**config.mk**
```make
export PLATFORM = sky130hd
export DESIGN_NAME = int32_to_float32_convert_flat
export DESIGN_NICKNAME = d
export VERILOG_FILES = /design/src/rtl/i2f_pkg.sv /design/src/rtl/i2f_channels.sv /design/src/rtl/i2f_abs_stage.sv /design/src/rtl/i2f_lzc_stage.sv /design/src/rtl/i2f_norm_stage.sv /design/src/rtl/i2f_round_stage.sv /design/src/rtl/int32_to_float32_convert.sv /design/src/flat_wrapper.sv
export SDC_FILE = /design/constraint.sdc
export NUM_CORES = 1
export LEC_CHECK = 0
export BUFFER_PORTS_ARGS = -buffer_cell sky130_fd_sc_hd__clkbuf_2
export CORE_ASPECT_RATIO = 1.25
export CORE_MARGIN = 5
export CORE_UTILIZATION = 54
export CTS_CLUSTER_DIAMETER = 40
export DETAILED_ROUTE_END_ITERATION = 10
export GPL_ROUTABILITY_DRIVEN = 0
export PLACE_DENSITY_LB_ADDON = 0.15
export SKIP_LAST_GASP = 1
export SLEW_MARGIN = 20
export SYNTH_ARGS = -nofsm -noshare
export SYNTH_HDL_FRONTEND = slang
export SYNTH_SLANG_ARGS = --single-unit
```
**constraint.sdc**
```tcl
create_clock -name clk -period 2.2 [get_ports clk]
set_clock_uncertainty 0.1 [all_clocks]
set_input_delay 0.22 -clock clk [delete_from_list [all_inputs] [get_ports clk]]
set_output_delay 0.22 -clock clk [all_outputs]
set_load 0.01 [all_outputs]
```
**src/rtl/i2f_pkg.sv**
```systemverilog
// Package with the widths, constants and stage word types of the converter.
`default_nettype none

package i2f_pkg;

    // Field widths of the integer input and the single-precision result.
    localparam int Width    = 32;
    localparam int MantBits = 23;
    localparam int ExpBits  = 8;
    localparam int Bias     = 127;
    localparam int LzBits   = $clog2(Width);

    // The leading-zero count is built from byte-wide counts.
    localparam int Bytes       = Width / 8;
    localparam int ByteSelBits = $clog2(Bytes);

    // Position of the lowest kept mantissa bit after normalisation.
    localparam int FracLsb = Width - 1 - MantBits;

    // Biased exponent of a magnitude whose leading one sits at the top bit.
    localparam logic [ExpBits-1:0] ExpTop = ExpBits'(Bias + Width - 1);

    // Word after the sign and magnitude stage.
    typedef struct packed {
        logic             sign;
        logic [Width-1:0] mag;
    } abs_word_t;

    // Word after the leading-zero stage.
    typedef struct packed {
        logic              sign;
        logic              zero;
        logic [LzBits-1:0] lz;
        logic [Width-1:0]  mag;
    } lz_word_t;

    // Word after the normalising shift.
    typedef struct packed {
        logic               sign;
        logic [ExpBits-1:0] expo;
        logic [Width-1:0]   norm;
    } norm_word_t;

endpackage

`default_nettype wire

```
**src/rtl/i2f_channels.sv**
```systemverilog
// Handshake channel interfaces for the integer input and the float result.
`default_nettype none

interface int_word_if;
    logic                       valid;
    logic                       ready;
    logic [i2f_pkg::Width-1:0]  int_value;

    modport source (output valid, output int_value, input ready);
    modport sink   (input valid, input int_value, output ready);
endinterface

interface float_word_if;
    logic                       valid;
    logic                       ready;
    logic [i2f_pkg::Width-1:0]  float_bits;

    modport source (output valid, output float_bits, input ready);
    modport sink   (input valid, input float_bits, output ready);
endinterface

`default_nettype wire

```
**src/rtl/i2f_abs_stage.sv**
```systemverilog
// First pipeline stage: takes the sign and forms the magnitude.
`default_nettype none

module i2f_abs_stage (
    input  logic                       clk,
    input  logic                       rst_n,
    input  logic                       up_valid,
    output logic                       up_ready,
    input  logic [i2f_pkg::Width-1:0]  int_value,
    output logic                       dn_valid,
    input  logic                       dn_ready,
    output i2f_pkg::abs_word_t         dn_word
);
    import i2f_pkg::*;

    logic      valid_reg;
    abs_word_t word_reg;
    abs_word_t word_next;

    // The stage takes a new word when it is empty or its word moves on.
    assign up_ready = !valid_reg || dn_ready;

    // Negative inputs are negated; the most negative value gives 2^31 unsigned.
    always_comb
    begin
        word_next.sign = int_value[Width-1];
        word_next.mag  = int_value[Width-1] ? (Width'(0) - int_value) : int_value;
    end

    always_ff @(posedge clk or negedge rst_n)
    begin
        if (!rst_n)
        begin
            valid_reg <= 1'b0;
        end
        else if (up_ready)
        begin
            valid_reg <= up_valid;
        end
    end

    always_ff @(posedge clk)
    begin
        if (up_ready && up_valid)
        begin
            word_reg <= word_next;
        end
    end

    assign dn_valid = valid_reg;
    assign dn_word  = word_reg;

endmodule

`default_nettype wire

```
**src/rtl/i2f_lzc_stage.sv**
```systemverilog
// Second pipeline stage: counts the leading zeros of the magnitude.
`default_nettype none

module i2f_lzc_stage (
    input  logic                clk,
    input  logic                rst_n,
    input  logic                up_valid,
    output logic                up_ready,
    input  i2f_pkg::abs_word_t  up_word,
    output logic                dn_valid,
    input  logic                dn_ready,
    output i2f_pkg::lz_word_t   dn_word
);
    import i2f_pkg::*;

    logic                 valid_reg;
    lz_word_t             word_reg;
    lz_word_t             word_next;
    logic [Bytes-1:0]     byte_nz;
    logic [2:0]           byte_lz [Bytes];

    assign up_ready = !valid_reg || dn_ready;

    // Per-byte count: the highest set bit of each byte wins.
    always_comb
    begin
        for (int b = 0; b < Bytes; b++)
        begin
            byte_nz[b] = |up_word.mag[8*b +: 8];
            byte_lz[b] = 3'd0;
            for (int i = 0; i < 8; i++)
            begin
                if (up_word.mag[8*b + i])
                begin
                    byte_lz[b] = 3'(7 - i);
                end
            end
        end
    end

    // The highest non-zero byte selects the full count.
    always_comb
    begin
        word_next.sign = up_word.sign;
        word_next.mag  = up_word.mag;
        word_next.zero = ~|byte_nz;
        word_next.lz   = '0;
        for (int b = 0; b < Bytes; b++)
        begin
            if (byte_nz[b])
            begin
                word_next.lz = {ByteSelBits'(Bytes - 1 - b), byte_lz[b]};
            end
        end
    end

    always_ff @(posedge clk or negedge rst_n)
    begin
        if (!rst_n)
        begin
            valid_reg <= 1'b0;
        end
        else if (up_ready)
        begin
            valid_reg <= up_valid;
        end
    end

    always_ff @(posedge clk)
    begin
        if (up_ready && up_valid)
        begin
            word_reg <= word_next;
        end
    end

    assign dn_valid = valid_reg;
    assign dn_word  = word_reg;

endmodule

`default_nettype wire

```
**src/rtl/i2f_norm_stage.sv**
```systemverilog
// Third pipeline stage: shifts the leading one to the top and forms the exponent.
`default_nettype none

module i2f_norm_stage (
    input  logic                clk,
    input  logic                rst_n,
    input  logic                up_valid,
    output logic                up_ready,
    input  i2f_pkg::lz_word_t   up_word,
    output logic                dn_valid,
    input  logic                dn_ready,
    output i2f_pkg::norm_word_t dn_word
);
    import i2f_pkg::*;

    logic       valid_reg;
    norm_word_t word_reg;
    norm_word_t word_next;

    assign up_ready = !valid_reg || dn_ready;

    // A zero magnitude keeps a zero exponent so that the result packs to zero.
    always_comb
    begin
        word_next.sign = up_word.sign;
        word_next.norm = up_word.mag << up_word.lz;
        word_next.expo = up_word.zero ? '0 : (ExpTop - ExpBits'(up_word.lz));
    end

    always_ff @(posedge clk or negedge rst_n)
    begin
        if (!rst_n)
        begin
            valid_reg <= 1'b0;
        end
        else if (up_ready)
        begin
            valid_reg <= up_valid;
        end
    end

    always_ff @(posedge clk)
    begin
        if (up_ready && up_valid)
        begin
            word_reg <= word_next;
        end
    end

    assign dn_valid = valid_reg;
    assign dn_word  = word_reg;

endmodule

`default_nettype wire

```
**src/rtl/i2f_round_stage.sv**
```systemverilog
// Last pipeline stage: rounds the mantissa, packs the result and holds the output register.
`default_nettype none

module i2f_round_stage (
    input  logic                       clk,
    input  logic                       rst_n,
    input  logic                       up_valid,
    output logic                       up_ready,
    input  i2f_pkg::norm_word_t        up_word,
    output logic                       dn_valid,
    input  logic                       dn_ready,
    output logic [i2f_pkg::Width-1:0]  float_bits
);
    import i2f_pkg::*;

    logic                       valid_reg;
    logic [Width-1:0]           bits_reg;
    logic [Width-1:0]           bits_next;
    logic [ExpBits+MantBits-1:0] packed_sum;

    assign up_ready = !valid_reg || dn_ready;

    // Round half away from zero on the highest dropped bit; a mantissa carry
    // ripples straight into the exponent field.
    always_comb
    begin
        packed_sum = {up_word.expo, up_word.norm[Width-2:FracLsb]}
                   + (ExpBits+MantBits)'(up_word.norm[FracLsb-1]);
        bits_next  = {up_word.sign, packed_sum};
    end

    always_ff @(posedge clk or negedge rst_n)
    begin
        if (!rst_n)
        begin
            valid_reg <= 1'b0;
        end
        else if (up_ready)
        begin
            valid_reg <= up_valid;
        end
    end

    always_ff @(posedge clk)
    begin
        if (up_ready && up_valid)
        begin
            bits_reg <= bits_next;
        end
    end

    assign dn_valid   = valid_reg;
    assign float_bits = bits_reg;

endmodule

`default_nettype wire

```
**src/rtl/int32_to_float32_convert.sv**
```systemverilog
// Top level of the signed 32-bit integer to single-precision float converter.
//
//   Channel    Role    Payload
//   in_word    sink    int_value  (32 bits, signed integer)
//   out_word   source  float_bits (32 bits, sign / exponent / mantissa)
//
// Four register stages: sign and magnitude, leading-zero count, normalising
// shift, then rounding and packing into the output register.
// A word is accepted every cycle while the output is not stalled; its result passes
// through each stage register in turn and can be taken from the output register.
// Each stage takes a new word whenever it is empty or its own word moves on,
// so a stall at the output fills the pipeline before in_word.ready falls.
// Reset clears only the stage valid bits; nothing else needs initialising.
`default_nettype none

module int32_to_float32_convert (
    input  logic                 clk,
    input  logic                 rst_n,
    int_word_if.sink             in_word,
    float_word_if.source         out_word
);
    import i2f_pkg::*;

    logic       abs_valid;
    logic       abs_ready;
    abs_word_t  abs_word;
    logic       lz_valid;
    logic       lz_ready;
    lz_word_t   lz_word;
    logic       norm_valid;
    logic       norm_ready;
    norm_word_t norm_word;

    // Sign and magnitude.
    i2f_abs_stage u_abs (
        .clk       (clk),
        .rst_n     (rst_n),
        .up_valid  (in_word.valid),
        .up_ready  (in_word.ready),
        .int_value (in_word.int_value),
        .dn_valid  (abs_valid),
        .dn_ready  (abs_ready),
        .dn_word   (abs_word)
    );

    // Leading-zero count.
    i2f_lzc_stage u_lzc (
        .clk      (clk),
        .rst_n    (rst_n),
        .up_valid (abs_valid),
        .up_ready (abs_ready),
        .up_word  (abs_word),
        .dn_valid (lz_valid),
        .dn_ready (lz_ready),
        .dn_word  (lz_word)
    );

    // Normalising shift and exponent.
    i2f_norm_stage u_norm (
        .clk      (clk),
        .rst_n    (rst_n),
        .up_valid (lz_valid),
        .up_ready (lz_ready),
        .up_word  (lz_word),
        .dn_valid (norm_valid),
        .dn_ready (norm_ready),
        .dn_word  (norm_word)
    );

    // Rounding, packing and the output register.
    i2f_round_stage u_round (
        .clk        (clk),
        .rst_n      (rst_n),
        .up_valid   (norm_valid),
        .up_ready   (norm_ready),
        .up_word    (norm_word),
        .dn_valid   (out_word.valid),
        .dn_ready   (out_word.ready),
        .float_bits (out_word.float_bits)
    );

endmodule

`default_nettype wire

```
**src/flat_wrapper.sv**
```systemverilog
// flat-port wrapper written by rule: the top's interface ports become plain ports
module int32_to_float32_convert_flat import i2f_pkg::*;
  (clk, rst_n, in_word_valid, in_word_int_value, in_word_ready, out_word_valid, out_word_float_bits, out_word_ready);
  int_word_if in_word_i ();
  float_word_if out_word_i ();
  input  logic clk;
  input  logic rst_n;
  input wire logic [$bits(in_word_i.valid)-1:0] in_word_valid;
  input wire logic [$bits(in_word_i.int_value)-1:0] in_word_int_value;
  output wire logic [$bits(in_word_i.ready)-1:0] in_word_ready;
  output wire logic [$bits(out_word_i.valid)-1:0] out_word_valid;
  output wire logic [$bits(out_word_i.float_bits)-1:0] out_word_float_bits;
  input wire logic [$bits(out_word_i.ready)-1:0] out_word_ready;
  assign in_word_i.valid = in_word_valid;
  assign in_word_i.int_value = in_word_int_value;
  assign in_word_ready = in_word_i.ready;
  assign out_word_valid = out_word_i.valid;
  assign out_word_float_bits = out_word_i.float_bits;
  assign out_word_i.ready = out_word_ready;
  int32_to_float32_convert u_core (.clk(clk), .rst_n(rst_n), .in_word(in_word_i), .out_word(out_word_i));
endmodule
```
Word-level counts from Yosys, hierarchy flattened
Index checks and enable logic that the tools add are counted.

Bits in registers: 148. Input port bits: 36. Logic and storage cells: 77.

Add/subtract/negate cells: 3. Shift operators: 1. Muxes and demuxes: 37. Reduce and logical (&&, ||, !) cells: 19.

Operator list (number): 3-bit 2-to-1 mux (33); 32-bit OR reduction (1); 8-bit OR reduction (4); 32-bit by 5-bit left shift with 31-bit output (1); 1-bit by 32-bit subtractor with 32-bit output (first input constant) (1); 31-bit by 1-bit adder with 31-bit output (1); 31-bit 2-to-1 mux (1); 16-bit OR reduction (1); 5-bit 2-to-1 mux (2); 8-bit by 5-bit subtractor with 8-bit output (first input constant) (1); 1-bit logical NOT (5); 1-bit logical AND (4); 1-bit logical OR (4); 4-bit 2-to-1 mux (1).

Logic depth before layout (Yosys ltp)
Depth in word-level cells: 12. Depth in mapped cells: 8. Mapped depth without buffers: 7.

By module
From an unflattened synthesis, not the netlist that was laid out.

Cell total of the unflattened synthesis: 608. Area, all modules: 8144.1 um^2.

By module, submodules not included: i2f_norm_stage (instances 1, cells each 247, area each 3148.0 um^2, sequential area each 1256.2 um^2); i2f_abs_stage (instances 1, cells each 134, area each 1804.2 um^2, sequential area each 1016.0 um^2); i2f_round_stage (instances 1, cells each 118, area each 1607.8 um^2, sequential area each 985.9 um^2); i2f_lzc_stage (instances 1, cells each 109, area each 1584.0 um^2, sequential area each 1196.1 um^2).

Worst setup path after synthesis
Ideal clock, no wire load.

Kind: flip-flop to flip-flop. Start point: register u_core.u_round.valid_reg (netlist: u_core.u_round.dn_valid). End point: register u_core.u_round.bits_reg[0] (netlist: u_core.u_round.float_bits[0]) (enable). Library setup time: 425 ps. Arrival time: 2029 ps. Required time: 1675 ps. Setup slack: -354 ps. Cell stages (with the launch flop): 3. Clock period less this slack: 2554 ps. Path through: dfrtp_1 -> nor2b_1 -> nor2b_1.

Word-level cells in the longest chain between the ends: 3.

RTL lines: start: declaration (line i2f_round_stage.sv:16) `logic valid_reg;`; start signal: assignment (line i2f_round_stage.sv:40) `valid_reg <= up_valid;`; 1-bit logical NOT (line i2f_round_stage.sv:21) `assign up_ready = !valid_reg || dn_ready;`; 1-bit logical OR (line i2f_round_stage.sv:21); 1-bit logical AND (line i2f_round_stage.sv:46) `if (up_ready && up_valid)`; end signal: assignment (line i2f_round_stage.sv:48) `bits_reg <= bits_next;`; end: declaration (line i2f_round_stage.sv:17) `logic [Width-1:0] bits_reg;`.

Every way passes these cells. A chain may end at the register's enable or synchronous reset.

==> run_results.csv <==
group,metric,value,unit
run_status,status,"finished with violations",
run_status,violations,"negative setup slack",
cells_and_area,regArea,4180,µm²
synth,synth-seq-area-share,56.2,%
power,p_total,8470,µW
cts,cts_tree,"built",
routing,drcViolationCount,0,
synth,syn_area,7440,µm²
worst_setup_path,crit_chain,"buf_6, buf_12, mux4_2, mux2i_1, nor2_1, a221o_1",
synth,synth_cell_type_count,61,
cts,cts_max_level,4,
timing,timing.hold.ws,0.0118,ns
floorplan,core,13700,µm²
worst_hold_path,hp-start,"in_word_int_value[17]",
power,seq_power_share,43.1,%
worst_hold_path,hold_class,"in -> reg",
synth,ys.flop_type,"edfxtp_1",
placement,pre_cts_ws,0.0169,ns
placement,portBuffers,69,
cts,cts_buffers,17,
synth,synthesis.nets,662,
power,p_leak,0.00345,µW
cts,clkTransAtPathRegs,0.06,ns
worst_setup_path,crit_path_end_kind,"register",
cells_and_area,drive_gt1_share,30.1,%
worst_setup_path,crit_type,"reg -> reg",
worst_setup_path,slowest_delay,0.51,ns
synth,ys_warn_count,0,
cells_and_area,n_fill_cell,1025,
worst_setup_path,arrival,2.27,ns
routing,ant_nets,0,
synth,synthArstFlopShare,2.86,%
cells_and_area,layout_common_cells,"136 x edfxtp_1, 69 x clkbuf_2, 64 x buf_4",
timing,max_slew_margin,59.6,%
routing,first_pass_iters,5,
cells_and_area,area_growth,24.5,%
cells_and_area,final_common_cell,"edfxtp_1",
global_route,first_global_vias,5517,
floorplan,dieArea,16200,µm²
global_route,grt_antenna_before_repair,0,
worst_setup_path,worst_ep_required_time,2.26,ns
cts,cts_sinks,140,
synth,synth_edf_count,136,
worst_setup_path,crit_start,"u_core.u_lzc.dn_word[32]",
synth,syn_inst,622,
routing,wl,16200,µm
global_route,track_usage,20.0,%
cts,clkLatencyLatePin,0.41,ns
power,vdd_ir_drop_max,0.567,mV
worst_setup_path,cp_slowest_cell,"mux4_2",
placement,dp_hpwl,12000,µm
worst_setup_path,cp-start-kind,"register",
cells_and_area,num_antenna_cells,0,
floorplan,die_h,141,µm
power,internal_power,6220,µW
timing,fmax,453,MHz
synth,syn_avg_cell_area,12.0,µm²
global_route,overflow,0,
floorplan,start_util,54.3,%
cells_and_area,fin_util,67.7,%
timing,worst_pin_slew,0.601,ns
job,drv_cap,0,
power,power_density,914,nW/µm²
cells_and_area,fin_nets,799,
timing,rsz0062_at_grt,"yes",
routing,vias,5558,
power,combPwrFrac,20.6,%
power,p_switching,2250,µW
synth,ys_ff_latch,140,
timing,finalCritPeriodShare,100,%
worst_setup_path,r2r_start,"u_core.u_lzc.dn_word[32]",
cts,cts_root_buffer,"clkbuf_16",
power,p_clk_share,36.3,%
timing,fin_ws,-0.00886,ns
cells_and_area,multi_input_area,3200,µm²
cts,clk_path_buf_depth,2,
floorplan,io_pins,70,
timing,fin_crit,2.21,ns
routing,drt-initial-drc-count,285,
timing,finalHoldViolCount,0,
floorplan,rows,48,
timing,setup-violations-final,1,
global_route,grt_start_max_net_pins,39,
timing,drv_slew,0,
routing,wl_per_cell,17.1,µm
global_route,grt_pass1_wl,25400,µm
routing,via_per_inst,5.87,
worst_setup_path,path_max_fanout,6,
power,switching_share,26.6,%
floorplan,fp.dieW,115,µm
-- state kept, by name, summed over array words and instances, names as in the netlist --
signal                     flops
u_core.u_lzc.dn_word          38
u_core.u_abs.dn_valid          1
u_core.u_lzc.dn_valid          1
u_core.u_round.dn_valid        1
u_core.u_round.float_bits     32
u_core.u_norm.dn_word         33
u_core.u_norm.dn_valid         1
u_core.u_abs.dn_word          33
-- cell usage after synthesis, types with 3 or more instances --
cell | number | area share (%)
a221oi_1 | 6 | 0.71
o22ai_1 | 15 | 1.3
and2_1 | 7 | 0.59
nor2b_1 | 11 | 0.92
nor4_1 | 7 | 0.59
a22o_1 | 4 | 0.47
mux2_2 | 18 | 2.7
o221ai_1 | 6 | 0.71
or2_2 | 5 | 0.42
mux2i_1 | 29 | 3.9
o21bai_1 | 4 | 0.40
ha_1 | 4 | 0.67
nand2_1 | 40 | 2.0
o31ai_1 | 10 | 1.0
or4_1 | 11 | 1.1
xor2_1 | 15 | 1.8
nor3_1 | 15 | 1.0
nor3b_1 | 3 | 0.30
mux4_2 | 5 | 1.5
o21ai_0 | 18 | 1.2
clkbuf_1 | 13 | 0.66
nand3_1 | 16 | 1.1
a22oi_1 | 7 | 0.71
dfrtp_1 | 4 | 1.3
a221o_1 | 4 | 0.54
edfxtp_1 | 136 | 55
buf_2 | 9 | 0.61
and3_1 | 3 | 0.25
a211oi_1 | 3 | 0.30
nand2b_1 | 9 | 0.76
inv_1 | 13 | 0.66
nand4_1 | 10 | 0.84
a21oi_1 | 19 | 1.3
xnor2_1 | 46 | 5.4
nor2_1 | 61 | 3.1
-- logic make-up (layout without fill, tap and decap cells) --
kind of cell    after synthesis  count (layout)  synth area share, %
simple gates                212             212                 14.8
xor+xnor                     61              61                 7.18
mux                          52              52                 8.14
compound gates              115             115                 10.9
flops                       140             140                 56.2
fa+ha+maj                     4               4                0.673
buf+inv                      38             188                 2.07
-- power groups by stage --
stage | combinational (µW) | sequential, µW | clock [µW]
final | 1750 | 3650 | 3070
after global placement | 1560 | 3680 | 0
after global routing | 1880 | 3690 | 3260
after detailed placement | 1610 | 3700 | 0
after CTS | 1630 | 3650 | 3130
after floorplan | 952 | 3710 | 0
-- cell type report --
| type | instances | area share, % |
|---|---|---|
| clock inverters | 15 | 2.38 |
| multi-input cells | 444 | 34.6 |
| well taps | 175 | 2.36 |
| clock buffers | 17 | 4.59 |
| inverters | 14 | 0.567 |
| flip-flops and latches | 140 | 45.2 |
| repair buffers | 142 | 10.4 |
-- repair_timing --
action	in CTS	in global routing
pin swaps	0	3
endpoints found under the setup margin	1	24
setup buffers	0	1
hold buffers	3	0
hold endpoints to repair	6	0
gates cloned	0	2
gates resized for setup	1	27
-- per-layer routing --
metal,routed length (µm),share of wire (%),global-route usage (%)
met1,5640,35,19.4
met4,894,5.5,11.2
met2,8690,54,38.0
met5,0,0,0
met3,956,5.9,4.22
-- worst max-delay path, delay by kind of cell, from the launching register on --
kind | cells | cell delay [ns]
flip-flops | 1 | 0.34
AND/OR/NAND/NOR | 1 | 0.10
AO/OA/AOI/OAI | 1 | 0.35
multiplexers | 2 | 0.80
buffers and inverters | 2 | 0.26
-- stage by stage --
step	setup TNS [ns]	cell area (µm²)	cells
2_1_floorplan	0	7440	622
3_3_place_gp	0	8420	909
3_5_place_dp	0	8420	909
4_1_cts	0	9100	944
5_1_grt	-0.373	9270	947
6_report	-0.00886	9270	947
-- path summary, 6_finish.rpt --
kind	end	slack (ns)	cells after the start
setup / recovery	u_core.u_norm.dn_word[25]	-0.009	6
hold / removal	u_core.u_abs.dn_word[17]	0.01	2
setup reg to reg	u_core.u_norm.dn_word[25]	-0.009	6
hold reg to reg	u_core.u_lzc.dn_word[38]	0.32	0
max in group asynchronous	u_core.u_abs.dn_valid	1.83	2
min in group asynchronous	u_core.u_round.dn_valid	0.05	2
(Power assumes the default switching activity.)
